File: config.mk
export PLATFORM = sky130hd
export DESIGN_NAME = csev_ram
export DESIGN_NICKNAME = d
export VERILOG_FILES = /design/src/hdl/csev_ram.sv
export SDC_FILE = /design/constraint.sdc
export NUM_CORES = 2
export LEC_CHECK = 0
export ABC_AREA = 1
export BUFFER_PORTS_ARGS = -buffer_cell sky130_fd_sc_hd__buf_2
export CELL_PAD_IN_SITES_DETAIL_PLACEMENT = 0
export CELL_PAD_IN_SITES_GLOBAL_PLACEMENT = 1
export CORE_MARGIN = 2
export CORE_UTILIZATION = 30
export CTS_BUF_LIST = sky130_fd_sc_hd__clkbuf_8 sky130_fd_sc_hd__clkbuf_16
export CTS_CLUSTER_SIZE = 25
export DETAILED_ROUTE_END_ITERATION = 12
export PLACE_DENSITY_LB_ADDON = 0.1
export SETUP_SLACK_MARGIN = 0.05
export SLEW_MARGIN = 20
export SYNTH_ARGS = -nofsm -noshare
export SYNTH_HDL_FRONTEND = slang
export SYNTH_SLANG_ARGS = --single-unit
File: constraint.sdc
create_clock -name clk -period 6.06 [get_ports clk]
set_clock_uncertainty 0.05 [all_clocks]
set_input_delay 0.303 -clock clk [delete_from_list [all_inputs] [get_ports clk]]
set_output_delay 0.303 -clock clk [all_outputs]
set_load 0.01 [all_outputs]
File: src/hdl/csev_ram.sv
// ---------------------------------------------------------------------------
// csev_ram: generic single-write, single-read RAM
// One write port and one read port with a registered read.
// ---------------------------------------------------------------------------
`default_nettype none

module csev_ram #(
	parameter int WIDTH = 32,
	parameter int DEPTH = 64
) (
	input  wire                      clk,
	input  wire                      we,
	input  wire  [$clog2(DEPTH)-1:0] waddr,
	input  wire  [WIDTH-1:0]         wdata,
	input  wire                      re,
	input  wire  [$clog2(DEPTH)-1:0] raddr,
	output logic [WIDTH-1:0]         rdata
);

	logic [WIDTH-1:0] mem_q [DEPTH];

	always_ff @(posedge clk) begin
		if (we) begin
			mem_q[waddr] <= wdata;
		end
		if (re) begin
			rdata <= mem_q[raddr];
		end
	end

endmodule

`default_nettype wire

==> qor.txt <==
Status -> finished clean
Syn Inst Count -> 6769
Rel. slew slack -> 25.2%
Arr. time, crit path -> 3.53 ns
Initial antenna violation count -> 23
Achievable frequency -> 351 MHz
Netlist Area Pre-Place -> 83100 um^2
Row count -> 193
Share of cells above drive strength 1 -> 8.84%
Mapped Avg Cell Area -> 12.3 um^2
Library cells used by synthesis -> 15
Grt met1 use -> 29.4%
Syn Nets -> 6816
Cts bufs inserted -> 239
Final HPWL DP -> 155000 um
Max FO, Critical Path -> 155
Inst Count DP -> 10280
First-pass GRT wire length -> 417000 um
Buffers on Ports -> 78
CP endpoint kind -> register
Startpoint Class -> primary input
Clk pin slew, worst setup/hold paths -> 0.06 ns
Final hold vios -> 0
Io pins -> 79
Pwr Total -> 0.0313 W
GRT busiest layer -> met2
Post-Synth Adder-Cell Area -> 0%
Initial core utilization -> 30.1%
WL per Instance -> 27.8 um
Cts repair resizes -> 0
Area after DPL -> 88100 um^2
Drt initial violations -> 4618
Crit share post-route -> 47.0%
Synth Area in Simple Gates -> 22.0%
Sequential-to-total area share from yosys stat -> 75.2%
Num Clock Sinks -> 2080
Post-CTS Hold Fix Bufs -> 4
Syn-to-layout area delta -> 14.5%
# setup viols final -> 0
Grt met3 use -> 2.19%
Met2 Use GR -> 34.5%
Pwr/cell area -> 329 nW/um^2
Nets -> 6867
LEAKAGE -> 33.0 nW
WP data required -> 6.75 ns
Largest net degree at the start of global routing -> 156
Max Slew Vio Count -> 0
TritonRoute pass-1 iters -> 5
Maximum level of the CTS H-tree -> 4
Synth Area in Compound Gates -> 0%
CTS tree -> yes
RSZ-0062 raised after global routing -> no
Crit path time final -> 2.85 ns
Die X -> 530 um
Mux contribution to synthesized area -> 0%
Die height -> 530 um
Largest family of logic cells by synthesized area -> simple AND/OR/NAND/NOR gates
Setup Total Neg Slack -> 0 ns
Core area -> 276000 um^2
Class of the most critical setup path -> primary input to register
Worst vdd ir -> 0.231 mV
Worst hold path type -> primary input to register
Total of max-cap violations -> 0
Post-DRT Antenna Nets -> 0
Drc violations -> 0
GPL Wtd Cong -> 0.748
Vias per cell -> 4.94
#FFs+latches synth -> 2080
Die ar. -> 281000 um^2
Design Area, Final -> 95100 um^2
Via count -> 52951
Ys Warns -> 0
Worst slew pin tran -> 1.12 ns
Detailed Route WL -> 298000 um
Post-CTS Setup Bufs -> 0
Total gr overflow -> 0
Root buf cell -> clkbuf_16
Overall Global Routing Usage -> 20.9%
CTS max path bufs -> 4
XOR/XNOR Fraction of Synth Area -> 0%
Vias in the first global route -> 51926
Finished Layout Cells -> 10716
Worst-Skew Late Latency -> 0.91 ns
registers in the layout (all words and copies together), names as in the netlist:
register,flops
mem_q,2048
rdata,32
worst max-delay path: stages:
cell,delay (ns)
buf_8,0.23
inv_16,0.56
buf_4,0.64
nand2_1,0.12
nand3_1,0.11
nand3_1,0.08
nand3_1,0.09
nand3_1,0.42
nand2_1,0.47
nand2_1,0.10
nand2_1,0.08
through the flow:
stage                     hold slack, ns  worst slack (ns)  util (%)
after floorplan                    0.352              1.58         -
after global placement             0.659              2.31      31.9
after detailed placement           0.655              2.30      31.9
after CTS                        0.00748              3.28      34.5
after global routing              0.0572              3.14      34.5
final                             0.0521              3.21      34.5
cells by family after synthesis:
family                 after synthesis
buffers and inverters              461
flip-flops                        2080
AND/OR/NAND/NOR                   4228
area by class of cell:
| class | count | area (um^2) |
|---|---|---|
| Timing Repair Buffer | 259 | 2150 |
| Clock inverter | 179 | 960 |
| Multi-Input combinational cell | 4228 | 18800 |
| Clock buffer | 242 | 6060 |
| Tap cell | 3705 | 4640 |
| Fill cell | 27057 | 181000 |
| Sequential cell | 2080 | 62500 |
| Antenna cell | 11 | 27.5 |
| Inverter | 12 | 86.3 |
synthesized netlist by cell type:
cell type / count / area [um^2]
nand4_1: 9 / 56.3
inv_2: 2 / 7.51
buf_1: 40 / 150
nor4_1: 8 / 50.1
nand2_1: 2248 / 8440
inv_1: 9 / 33.8
nor2_1: 56 / 210
buf_6: 3 / 33.8
nand3_1: 1907 / 9540
inv_4: 1 / 6.26
buf_2: 282 / 1410
clkbuf_1: 77 / 289
buf_4: 45 / 338
edfxtp_1: 2080 / 62500
buf_8: 2 / 30.0
where the power goes:
group / leakage (nW) / switching (W) / internal (W)
Sequential: 18.7 / 0.0000644 / 0.0160
Clock: 3.68 / 0.00582 / 0.00747
Combinational: 10.5 / 0.00156 / 0.000428
layout by cell type (no fill, tap or decap):
master and count:
buf_12 26, buf_16 1, buf_2 72, buf_4 152
buf_8 3, bufinv_16 8, clkbuf_16 242, clkbuf_8 1
clkinv_1 69, clkinv_2 41, clkinv_8 1, clkinvlp_4 1
diode_2 11, dlygate4sd3_1 4, edfxtp_1 2080, inv_1 64
inv_16 1, inv_4 1, inv_6 2, inv_8 3
nand2_1 2248, nand3_1 1907, nand4_1 9, nor2_4 56
nor4_2 8
routing by layer:
layer | vias up | part of all wire (%) | wire length [um]
met2 | 1211 | 48 | 142000
met1 | 27085 | 46 | 136000
met4 | 0 | 2.3 | 6990
met5 | - | 0 | 0
li1 | 24315 | - | -
met3 | 340 | 4.1 | 12200
final timing paths:
check | endpoint | cells past startpoint | slack [ns] | startpoint
max reg2reg | rdata[11] | 8 | 3.96 | mem_q[27][11]
min reg2reg | rdata[6] | 8 | 0.84 | mem_q[54][6]
min | mem_q[6][23] | 2 | 0.05 | wdata[23]
max | rdata[18] | 11 | 3.21 | raddr[0]
Power figures use the tool's default switching activity.
