[src/hdl/csev_horner.sv]
// ---------------------------------------------------------------------------
// csev_horner: one Horner step
// Stage a multiplies acc by dx; stage b rounds, adds the coefficient and
// clamps to 32 bits, flagging any clamp.
// ---------------------------------------------------------------------------
`default_nettype none

module csev_horner #(
	parameter int FRAC_BITS = 16
) (
	input  wire                clk,
	input  wire                arst_n,
	input  wire                in_valid,
	input  wire  signed [31:0] acc,
	input  wire  signed [32:0] dx,
	input  wire  signed [31:0] coef,
	input  wire                sat_in,
	output logic               out_valid,
	output logic signed [31:0] acc_out,
	output logic signed [32:0] dx_out,
	output logic               sat_out
);

	localparam logic signed [65:0] MAX_V = 66'sd2147483647;
	localparam logic signed [65:0] MIN_V = -66'sd2147483648;
	localparam logic signed [65:0] HALF  = 66'sd1 <<< (FRAC_BITS - 1);

	logic               valid_sa;
	logic signed [64:0] prod_sa;
	logic signed [32:0] dx_sa;
	logic signed [31:0] coef_sa;
	logic               sat_sa;
	logic signed [65:0] rnd;
	logic signed [65:0] sum;

	always_comb begin
		rnd = (66'(prod_sa) + HALF) >>> FRAC_BITS;
		sum = rnd + 66'(coef_sa);
	end

	always_ff @(posedge clk or negedge arst_n) begin
		if (!arst_n) begin
			valid_sa  <= 1'b0;
			out_valid <= 1'b0;
		end else begin
			valid_sa  <= in_valid;
			out_valid <= valid_sa;
		end
	end

	always_ff @(posedge clk) begin
		prod_sa <= acc * dx;
		dx_sa   <= dx;
		coef_sa <= coef;
		sat_sa  <= sat_in;
		dx_out  <= dx_sa;
		if (sum > MAX_V) begin
			acc_out <= 32'sh7FFFFFFF;
			sat_out <= 1'b1;
		end else if (sum < MIN_V) begin
			acc_out <= 32'sh80000000;
			sat_out <= 1'b1;
		end else begin
			acc_out <= sum[31:0];
			sat_out <= sat_sa;
		end
	end

endmodule

`default_nettype wire

[config.mk]
export PLATFORM = sky130hd
export DESIGN_NAME = csev_horner
export DESIGN_NICKNAME = d
export VERILOG_FILES = /design/src/hdl/csev_horner.sv
export SDC_FILE = /design/constraint.sdc
export NUM_CORES = 2
export LEC_CHECK = 0
export ABC_AREA = 1
export BUFFER_PORTS_ARGS = -buffer_cell sky130_fd_sc_hd__buf_2
export CORE_UTILIZATION = 53
export CTS_BUF_LIST = sky130_fd_sc_hd__clkbuf_4
export CTS_CLUSTER_DIAMETER = 120
export DETAILED_ROUTE_END_ITERATION = 6
export PLACE_DENSITY_LB_ADDON = 0.08
export SLEW_MARGIN = 15
export SYNTH_ARGS = -nofsm -noshare
export SYNTH_HDL_FRONTEND = slang
export SYNTH_SLANG_ARGS = --single-unit
[constraint.sdc]
create_clock -name clk -period 5.85 [get_ports clk]
set_input_delay 0.585 -clock clk [delete_from_list [all_inputs] [get_ports clk]]
set_output_delay 0.585 -clock clk [all_outputs]
set_load 0.005 [all_outputs]
==> results.toml <==
[floorplanning]
rows = 110
die_h_um = 303
start_util_pct = 53.5
die_w_um = 303
coreArea_um2 = 90000
boundaryPins = 168
die_area_um2 = 92000

[clocking]
cts_tree = "done"
clkTransAtPathRegs_ns = 0.26
ctsRootBufferMaster = "clkbuf_4"
clockBufferDepth = 2
ctsHtreeMaxLevel = 4
clock-sinks = 184
numCtsBuffers = 17
insertion_delay_ns = 0.88

[global_route]
grt_pass1_vias = 42958
grt.overflow.total = 0
grt_antenna_before_repair = 2
grt_max_degree = 33
groute.usage.overall_pct = 34.7
grt_pass1_wl_um = 241000

[drt]
drc = 3
drtAntennaViolNets = 0
dr_total_vias = 40826
drt_iter0_drc = 2707
wl_um = 153000
viasPerCell = 5.04
dr.pass1.iters = 7
wl_per_cell_um = 18.9

[synth]
synth_edf_count = 0
syn_area_um2 = 48100
async_flop_share_pct = 1.09
avgSynthCellArea_um2 = 7.78
synth_top_cell_by_area = "fa_1"
dominantRegCellSynth = "dfxtp_1"
synth_common_cells = "inv_1 (1894), nand2_1 (1591), fa_1 (1112), nor2_1 (248), ha_1 (233)"
ys_warn_count = 0
synth_seq_cells = 184
synth_fp_nets = 7630
synth.distinct_cells = 51
synth_area_leaders = "fa_1 (46%), inv_1 (15%), nand2_1 (12%)"
syn_inst = 6184
yosysMostFrequentCell = "inv_1"
yosys.area.top_type_share_pct = 46.3
yosysSeqAreaShare_pct = 7.67

[placed_design]
io_buffers = 167
dpl.hpwl_um = 129000
gp_congestion = 0.993
place_area_um2 = 55000
place_inst = 7885

[critical_path]
slowest_delay_ns = 0.57
path_max_fanout = 9
crit_path_frequent_cell = "fa_1"
worstSetupPathType = "input pin to flip-flop"
cp.arrival_ns = 7.05
critPathCaptureType = "flip-flop"
reg2reg_depth = 25
critPathSlowestCell = "fa_2"
r2r-end = "sat_out"
r2r_slack_ns = 0.44
startpoint_type = "input pin"
cp.required_ns = 6.60
r2r_start = "prod_sa[15]"

[outcome]
violations = "DRC, setup timing"
run_status = "complete, but fails checks"

[finish]
stdcell_area_um2 = 60100
syn2layout_area_growth_pct = 24.8
fin_cells = 8098
nNetsFinal = 8349
layout-drive-gt1-share_pct = 21.3
nFillCells = 7792

[timing]
period_share_pct = 108
max_freq_ghz = 0.159
worstMarginPinSlew_ns = 0.809
setup_viol = 40
period_minus_slack_ns = 6.30
slew_headroom_pct = 46.0
slew_viol_final = 0
setup_ws_ns = -0.446
rsz0062_at_grt = "yes"
finClkSkew_ns = 0.0723
hold_violations = 0

[hold_path]
holdPathEnd = "dx_sa[31]"
hp-start = "dx[31]"
min_path_cells = 2
hold_path_class = "input pin to flip-flop"

[flow_run]
cap_violations = 0
[repair_timing]
item                                   CTS  global route
hold buffers                            50             0
setup buffers                           95            30
gates resized for setup                515           324
setup endpoints to repair               46            81
endpoints found under the hold margin   50             0
gates cloned                             6             2
pin swaps                              202           198
[critical path: cells and delay by family]
| kind | cells | cell delay, ns |
|---|---|---|
| AOI/OAI and AO/OA | 4 | 0.67 |
| adders and majority gates | 9 | 4.38 |
| xor gates and xnor gates | 1 | 0.17 |
| and+or+nand+nor | 3 | 0.33 |
| buffers and inverters | 9 | 0.88 |
[per-layer routing]
metal	track usage, %	vias up	wire (um)
li1	-	18827	-
met1	47.2	20402	65000
met2	56.8	1327	72400
met3	5.51	270	10200
met4	11.4	0	5620
met5	0	-	0
[layout by cell type (no fill, tap or decap), types with 38 or more instances in the layout]
| master | netlist | final |
|---|---|---|
| nand3_1 | 80 | 72 |
| buf_6 | 6 | 91 |
| fa_1 | 1112 | 1058 |
| dfxtp_1 | 182 | 182 |
| xor2_1 | 98 | 90 |
| nand2_1 | 1591 | 1507 |
| inv_1 | 1894 | 1795 |
| buf_4 | 0 | 556 |
| nor2_2 | 5 | 45 |
| nor2_4 | 3 | 42 |
| fa_2 | 0 | 54 |
| dlygate4sd3_1 | 0 | 50 |
| nand4_1 | 38 | 38 |
| a21oi_1 | 158 | 91 |
| inv_2 | 8 | 102 |
| nor2_1 | 248 | 169 |
| buf_12 | 0 | 82 |
| ha_1 | 233 | 187 |
| ha_4 | 0 | 46 |
| nor3_1 | 52 | 40 |
| nand2_2 | 12 | 68 |
| buf_2 | 0 | 121 |
| a21oi_2 | 0 | 46 |
[flip-flops by register name, summed over array words and instances, names as in the netlist]
signal     count
acc_out       32
valid_sa       1
sat_sa         1
dx_out        33
prod_sa       50
sat_out        1
out_valid      1
coef_sa       32
dx_sa         33
[final cells by class]
type | instances | area, um2 | area share (%)
diodes | 6 | 15.0 | 0.0250
clock inverters | 15 | 208 | 0.346
multi-input cells | 3867 | 38900 | 64.7
inverters | 1903 | 7160 | 11.9
well taps | 1176 | 1470 | 2.45
repair buffers | 930 | 8510 | 14.2
flip-flops and latches | 184 | 3690 | 6.15
clock buffers | 17 | 128 | 0.212
[worst max-delay path by stage]
stage           start           to  slack (ns)  depth (start not counted)
2_1_floorplan  acc[5]  prod_sa[62]       -1.21                         27
3_3_place_gp   acc[8]  prod_sa[64]       -1.69                         26
3_5_place_dp   acc[8]  prod_sa[64]       -1.68                         26
4_1_cts        dx[32]  prod_sa[60]       -0.45                         28
5_1_grt        dx[25]  prod_sa[56]       -0.61                         30
6_report       dx[32]  prod_sa[60]       -0.45                         26
[kinds of logic after synthesis]
logic type               Yosys count  synth area share, %
buffers and inverters           2133                 16.7
AND/OR/NAND/NOR                 2085                 17.3
adder cells (fa/ha/maj)         1345                 52.3
AO/OA/AOI/OAI                    303                 3.51
flip-flops                       184                 7.67
XOR/XNOR                         134                 2.44
[per-stage QoR]
step	setup slack, ns	setup TNS, ns	hold WS, ns	util [%]
floorplan	-1.21	-36.07	0.289	-
global placement	-1.69	-68.80	0.310	61.1
detailed placement	-1.68	-70.38	0.312	61.1
CTS	-0.446	-8.55	0.00379	65.1
global route	-0.606	-17.38	-0.0185	66.7
finish	-0.446	-12.23	0.0608	66.7
Power is left out: the tool's default activity adds up to more than one toggle a clock period on the data nets, which glitch-free logic cannot reach.
