$ cat src/hdl/csev_pkg.sv
// ---------------------------------------------------------------------------
// csev_pkg: shared types for the cubic spline evaluator
// Request and result beats, the table write bundle and register addresses.
// ---------------------------------------------------------------------------
`default_nettype none

package csev_pkg;

	typedef enum logic [0:0] {
		REQ_WRITE = 1'b0,
		REQ_EVAL  = 1'b1
	} req_kind_t;

	typedef enum logic [1:0] {
		REG_KNOT_COUNT = 2'd0,
		REG_FLAT_MODE  = 2'd1,
		REG_FLAT_VALUE = 2'd2,
		REG_NONE       = 2'd3
	} reg_idx_t;

	typedef struct packed {
		logic               req_type;
		logic        [5:0]  knot_index;
		logic signed [31:0] knot_x;
		logic signed [31:0] coef_cubic;
		logic signed [31:0] coef_square;
		logic signed [31:0] coef_linear;
		logic signed [31:0] coef_const;
		logic signed [31:0] point;
	} req_t;

	typedef struct packed {
		logic signed [31:0] value;
		logic        [5:0]  segment;
		logic               saturated;
	} res_t;

	// One table entry: knot abscissa and the four segment coefficients.
	typedef struct packed {
		logic signed [31:0] knot;
		logic signed [31:0] cubic;
		logic signed [31:0] square;
		logic signed [31:0] linear;
		logic signed [31:0] cnst;
	} entry_t;

	typedef struct packed {
		logic       valid;
		logic [5:0] index;
		entry_t     entry;
	} tbl_wr_t;

endpackage

`default_nettype wire

$ cat src/hdl/csev_search.sv
// ---------------------------------------------------------------------------
// csev_search: segment search over the knot cells
// Every knot cell but the first has its own comparator; a two-level registered
// count tree turns the compare bits into the segment index.
// ---------------------------------------------------------------------------
`default_nettype none

module csev_search #(
	parameter int MAX_KNOTS = 64
) (
	input  wire                          clk,
	input  wire                          arst_n,
	input  wire  csev_pkg::tbl_wr_t      wr,
	input  wire  signed [31:0]           point,
	input  wire         [6:0]            knot_count,
	output logic [$clog2(MAX_KNOTS)-1:0] seg_s3
);

	localparam int IDX_W  = $clog2(MAX_KNOTS);
	localparam int GROUPS = (MAX_KNOTS + 7) / 8;

	logic signed [31:0]  knot_q [MAX_KNOTS];
	logic [GROUPS*8-1:0] cmp_s1;
	logic [3:0]          grp_s2 [GROUPS];
	logic [IDX_W:0]      n_eff;
	logic [GROUPS*8-1:0] cmp_d;
	logic [IDX_W:0]      total;

	// Knot cells are written as the write beat is accepted.
	always_ff @(posedge clk) begin
		if (wr.valid && (int'(wr.index) < MAX_KNOTS)) begin
			knot_q[wr.index[IDX_W-1:0]] <= wr.entry.knot;
		end
	end

	always_comb begin
		if (knot_count < 7'd2) begin
			n_eff = (IDX_W+1)'(2);
		end else if (int'(knot_count) > MAX_KNOTS) begin
			n_eff = (IDX_W+1)'(MAX_KNOTS);
		end else begin
			n_eff = (IDX_W+1)'(knot_count);
		end
		cmp_d = '0;
		for (int k = 1; k < MAX_KNOTS; k++) begin
			cmp_d[k] = ((IDX_W+1)'(k + 1) < n_eff) && (knot_q[k] < point);
		end
	end

	always_comb begin
		total = '0;
		for (int g = 0; g < GROUPS; g++) begin
			total = total + (IDX_W+1)'(grp_s2[g]);
		end
	end

	always_ff @(posedge clk) begin
		cmp_s1 <= cmp_d;
		for (int g = 0; g < GROUPS; g++) begin
			grp_s2[g] <= 4'($countones(cmp_s1[g*8 +: 8]));
		end
		seg_s3 <= total[IDX_W-1:0];
	end

	// The reset is only used by the checkers below.
	assert property (@(posedge clk) disable iff (!arst_n)
		(knot_count <= 7'd2) |=> (cmp_s1 == '0))
		else $error("knot cell outside the active range was counted");

	assert property (@(posedge clk) disable iff (!arst_n)
		int'(seg_s3) <= MAX_KNOTS - 2)
		else $error("segment beyond last segment");

	assert property (@(posedge clk) disable iff (!arst_n)
		$countones(cmp_s1) <= MAX_KNOTS - 2)
		else $error("more compare hits than interior knots");

endmodule

`default_nettype wire

$ cat config.mk
export PLATFORM = sky130hd
export DESIGN_NAME = csev_search
export DESIGN_NICKNAME = d
export VERILOG_FILES = /design/src/hdl/csev_pkg.sv /design/src/hdl/csev_search.sv
export SDC_FILE = /design/constraint.sdc
export NUM_CORES = 2
export LEC_CHECK = 0
export CAP_MARGIN = 20
export CORE_UTILIZATION = 31
export CTS_CLUSTER_DIAMETER = 50
export CTS_CLUSTER_SIZE = 30
export DETAILED_ROUTE_END_ITERATION = 8
export DONT_BUFFER_PORTS = 1
export SYNTH_ARGS = -nofsm -noshare
export SYNTH_HDL_FRONTEND = slang
export SYNTH_SLANG_ARGS = --single-unit
$ cat constraint.sdc
create_clock -name clk -period 3.6 [get_ports clk]
set_input_delay 0.72 -clock clk [delete_from_list [all_inputs] [get_ports clk]]
set_output_delay 0.72 -clock clk [all_outputs]
set_load 0.02 [all_outputs]
==> impl_metrics.yaml <==
placement:
  pre_cts_slack_ns: 0.111
  placed_cells: 12400
  place_hpwl_mm: 203
  port_buffers: 0
  place_congestion: 0.850
power_and_ir_drop:
  power_frac_comb_pct: 15.8
  ir_drop_uv: 1030
  seqPwrFrac_pct: 47.5
  switching_share_pct: 28.4
  p_per_area_nw_per_um2: 466
  finalPower_uw: 57500
  p_leak_uw: 0.0471
  p_int_uw: 41200
  power.switching_uw: 16300
  p_clk_share_pct: 36.7
global_route:
  grt_max_degree: 63
  grt_pass1_wl_mm: 512
  antenna_found_initial: 62
  grt_pass1_vias: 71000
  grt_overflow: 0
  grt.total_usage_pct: 20.8
timing:
  final.setup.tns_ns: 0
  tightest_slew_ns: 1.12
  finalWorstSetupSlack_ns: 0.0854
  finalCritPeriodShare_pct: 97.6
  fmax_mhz: 285
  maxSlewHeadroom_pct: 25.0
  setup_viol: 0
  finClkSkew_ns: 0.0401
  hold_viol_final: 0
  period_minus_slack_ns: 3.51
  slew_viol_final: 0
  rsz0062_at_grt: "no"
floorplan:
  die_w_um: 588
  initial_core_util_pct: 31.3
  die_y_um: 588
  core_area_um2: 341000
  rows: 214
  die_area_um2: 346000
  io_pins: 214
clocking:
  worstSkewPairLatency_ns: 0.89
  post_cts_buffers: 0
  cts_root_buffer: "clkbuf_16"
  cts.sinks: 2084
  cts_tree: "yes"
  clk_pin_slew_ns: 0.08
  cts_buffers: 182
  htreeDepth: 4
  cts_max_path_buffers: 4
setup_path:
  crit_arrival_ns: 4.29
  cpMostUsedCell: "inv_1"
  r2r_setup_slack_ns: 0.09
  cp_num_cells: 12
  endpoint: "seg_s3[3]"
  critical-path-max-stage-delay_ns: 0.56
  critPathRequiredTime_ns: 4.37
  slowest_stage: "fa_1"
  r2r-end: "seg_s3[3]"
  crit_type: "reg -> reg"
  critPathLaunch: "grp_s2[0][2]"
  r2r_start: "grp_s2[0][2]"
  r2r_cells: 12
  cp-end-kind: "register"
  crit_chain: "inv_1 -> fa_1 -> inv_1 -> fa_1 -> fa_1 -> inv_1 -> fa_1 -> inv_1 -> ha_1 -> inv_1 -> fa_1 -> inv_1"
  critPathMaxFanout: 2
  crit_family: "adder cells"
  crit_path_start_kind: "register"
  path_buf_inv: 6
synth:
  synth-edff-count: 1984
  synth_area_per_cell_um2: 14.1
  synthTopCellsByArea: "edfxtp_1 (56%), ha_1 (23%), a21oi_1 (3.2%)"
  synth_top_area_share_pct: 55.9
  netlist_instances: 7582
  syn_nets: 9797
  ys_seq_area_share_pct: 57.8
  synth_async_sr_flop_share_pct: 0
  synth.largest_area_cell: "edfxtp_1"
  synth_flop_cell: "edfxtp_1"
  ys_ff_latch: 2084
  ys_types: 62
  yosysWarnings: 0
  syn_area_um2: 107000
routing:
  wl_per_cell_um: 29.0
  ant_nets: 0
  via_per_inst: 5.64
  vias: 72100
  wl_mm: 370
  first_iter_violations: 9861
  dr.pass1.iters: 6
  drc_errors: 0
hold_path:
  hold_path_class: "in -> reg"
cells_and_area:
  syn_to_final_growth_pct: 16.0
  nNetsFinal: 10300
  ff_latch_area_um2: 61600
  multi_input_area_um2: 44400
  drive_gt1_share_pct: 9.15
  fillers: 32100
  stdcell_count: 12800
status:
  status: "completed"
job:
  maxCapViolations: 0
## worst min-delay path by stage
stage | end | depth (start not counted) | from | slack, ns
4_1_cts | knot_q[9][17] | 0 | wr[145] | 0.0001
3_3_place_gp | grp_s2[0][8] | 1 | cmp_s1[18] | 0.51
3_5_place_dp | grp_s2[0][8] | 1 | cmp_s1[18] | 0.51
5_1_grt | knot_q[6][16] | 0 | wr[144] | 0.008
6_report | cmp_s1[15] | 2 | knot_count[4] | 0.07
2_1_floorplan | grp_s2[0][12] | 1 | cmp_s1[26] | 0.43
## state kept, by name, indices dropped and copies added (netlist names)
| name | count |
|---|---|
| cmp_s1 | 63 |
| seg_s3 | 6 |
| grp_s2 | 31 |
| knot_q | 1984 |
## metrics by stage
step	hold slack [ns]	utilization [%]	area, um2
finish	0.0671	36.3	124000
global route	0.00818	36.3	124000
CTS	0.000118	36.2	123000
detailed placement	0.508	33.8	115000
global placement	0.507	33.8	115000
floorplan	0.432	-	107000
## kinds of logic after synthesis
group / share of synthesized area [%]
and+or+nand+nor: 7.60
muxes: 0.0822
xor gates and xnor gates: 0.0822
AOI/OAI and AO/OA: 9.71
DFF: 57.8
buffers and inverters: 0.789
other: 0.00352
adders and majority gates: 23.9
## cells in the final DEF, fill, tap and decap left out, types with 22 or more instances in the layout
cell type   Yosys  layout
nand3_1       120     120
a21o_1        185     185
buf_4           0     196
nor2_1        226     167
inv_6           0      31
inv_1         194     163
nor3_1        167     164
inv_8           0      22
o2bb2ai_1      57      57
o21a_1        113     113
o31a_1         53      53
clkinvlp_4      0      30
buf_12          0      96
nand2_1       585     585
clkbuf_16       0     185
o21ai_0       376     376
or4_1          59      59
nand4_1       134     134
fa_1           53      53
a221oi_1      168     168
dfxtp_1       100     100
nor2_2          0      44
buf_16          0      44
and4_1        223     223
ha_1         1954    1954
edfxtp_1     1984    1984
a21oi_1       674     673
## repair_timing
action | CTS | global route
setup endpoints to repair | 0 | 1
gates resized for setup | 0 | 1
hold endpoints to repair | 1082 | 10
hold buffers | 89 | 4
## cell type report
type	instances	area share, %
inverters	196	0.680
multi-input cells	5276	35.9
clock buffers	193	3.78
diodes	14	0.0283
clock inverters	135	1.30
flip-flops and latches	2084	49.8
well taps	4536	4.59
repair buffers	356	3.89
## routing by layer
| metal | global-route usage [%] | vias to the layer above | share of wire (%) |
|---|---|---|---|
| met1 | 28.0 | 36500 | 41 |
| met3 | 4.77 | 680 | 11 |
| met4 | 8.57 | 6 | 4.4 |
| li1 | - | 31300 | - |
| met2 | 32.3 | 3610 | 44 |
| met5 | 0 | - | 0.011 |
## Yosys cell counts (6+ instances only)
cell,number
ha_1,1954
o21a_1,113
a21o_1,185
o2bb2ai_1,57
o21ai_0,376
nand3_1,120
o211ai_1,6
nor3_1,167
a211oi_1,14
nor2b_1,17
a21oi_1,674
a31oi_1,7
fa_1,53
nor2_1,226
or4_1,59
and4_1,223
dfxtp_1,100
clkbuf_1,23
inv_1,194
nand2_1,585
nand2b_1,13
o31a_1,53
a221oi_1,168
nand4_1,134
edfxtp_1,1984
## power groups by stage
stage	clock network (uW)	logic, uW	registers (uW)
floorplan	0	4740	27700
global placement	0	7890	27900
detailed placement	0	7870	27900
CTS	21300	8990	27300
global route	22200	10000	27300
finish	21100	9110	27300
Note: power is estimated with default switching activity, not from simulation.
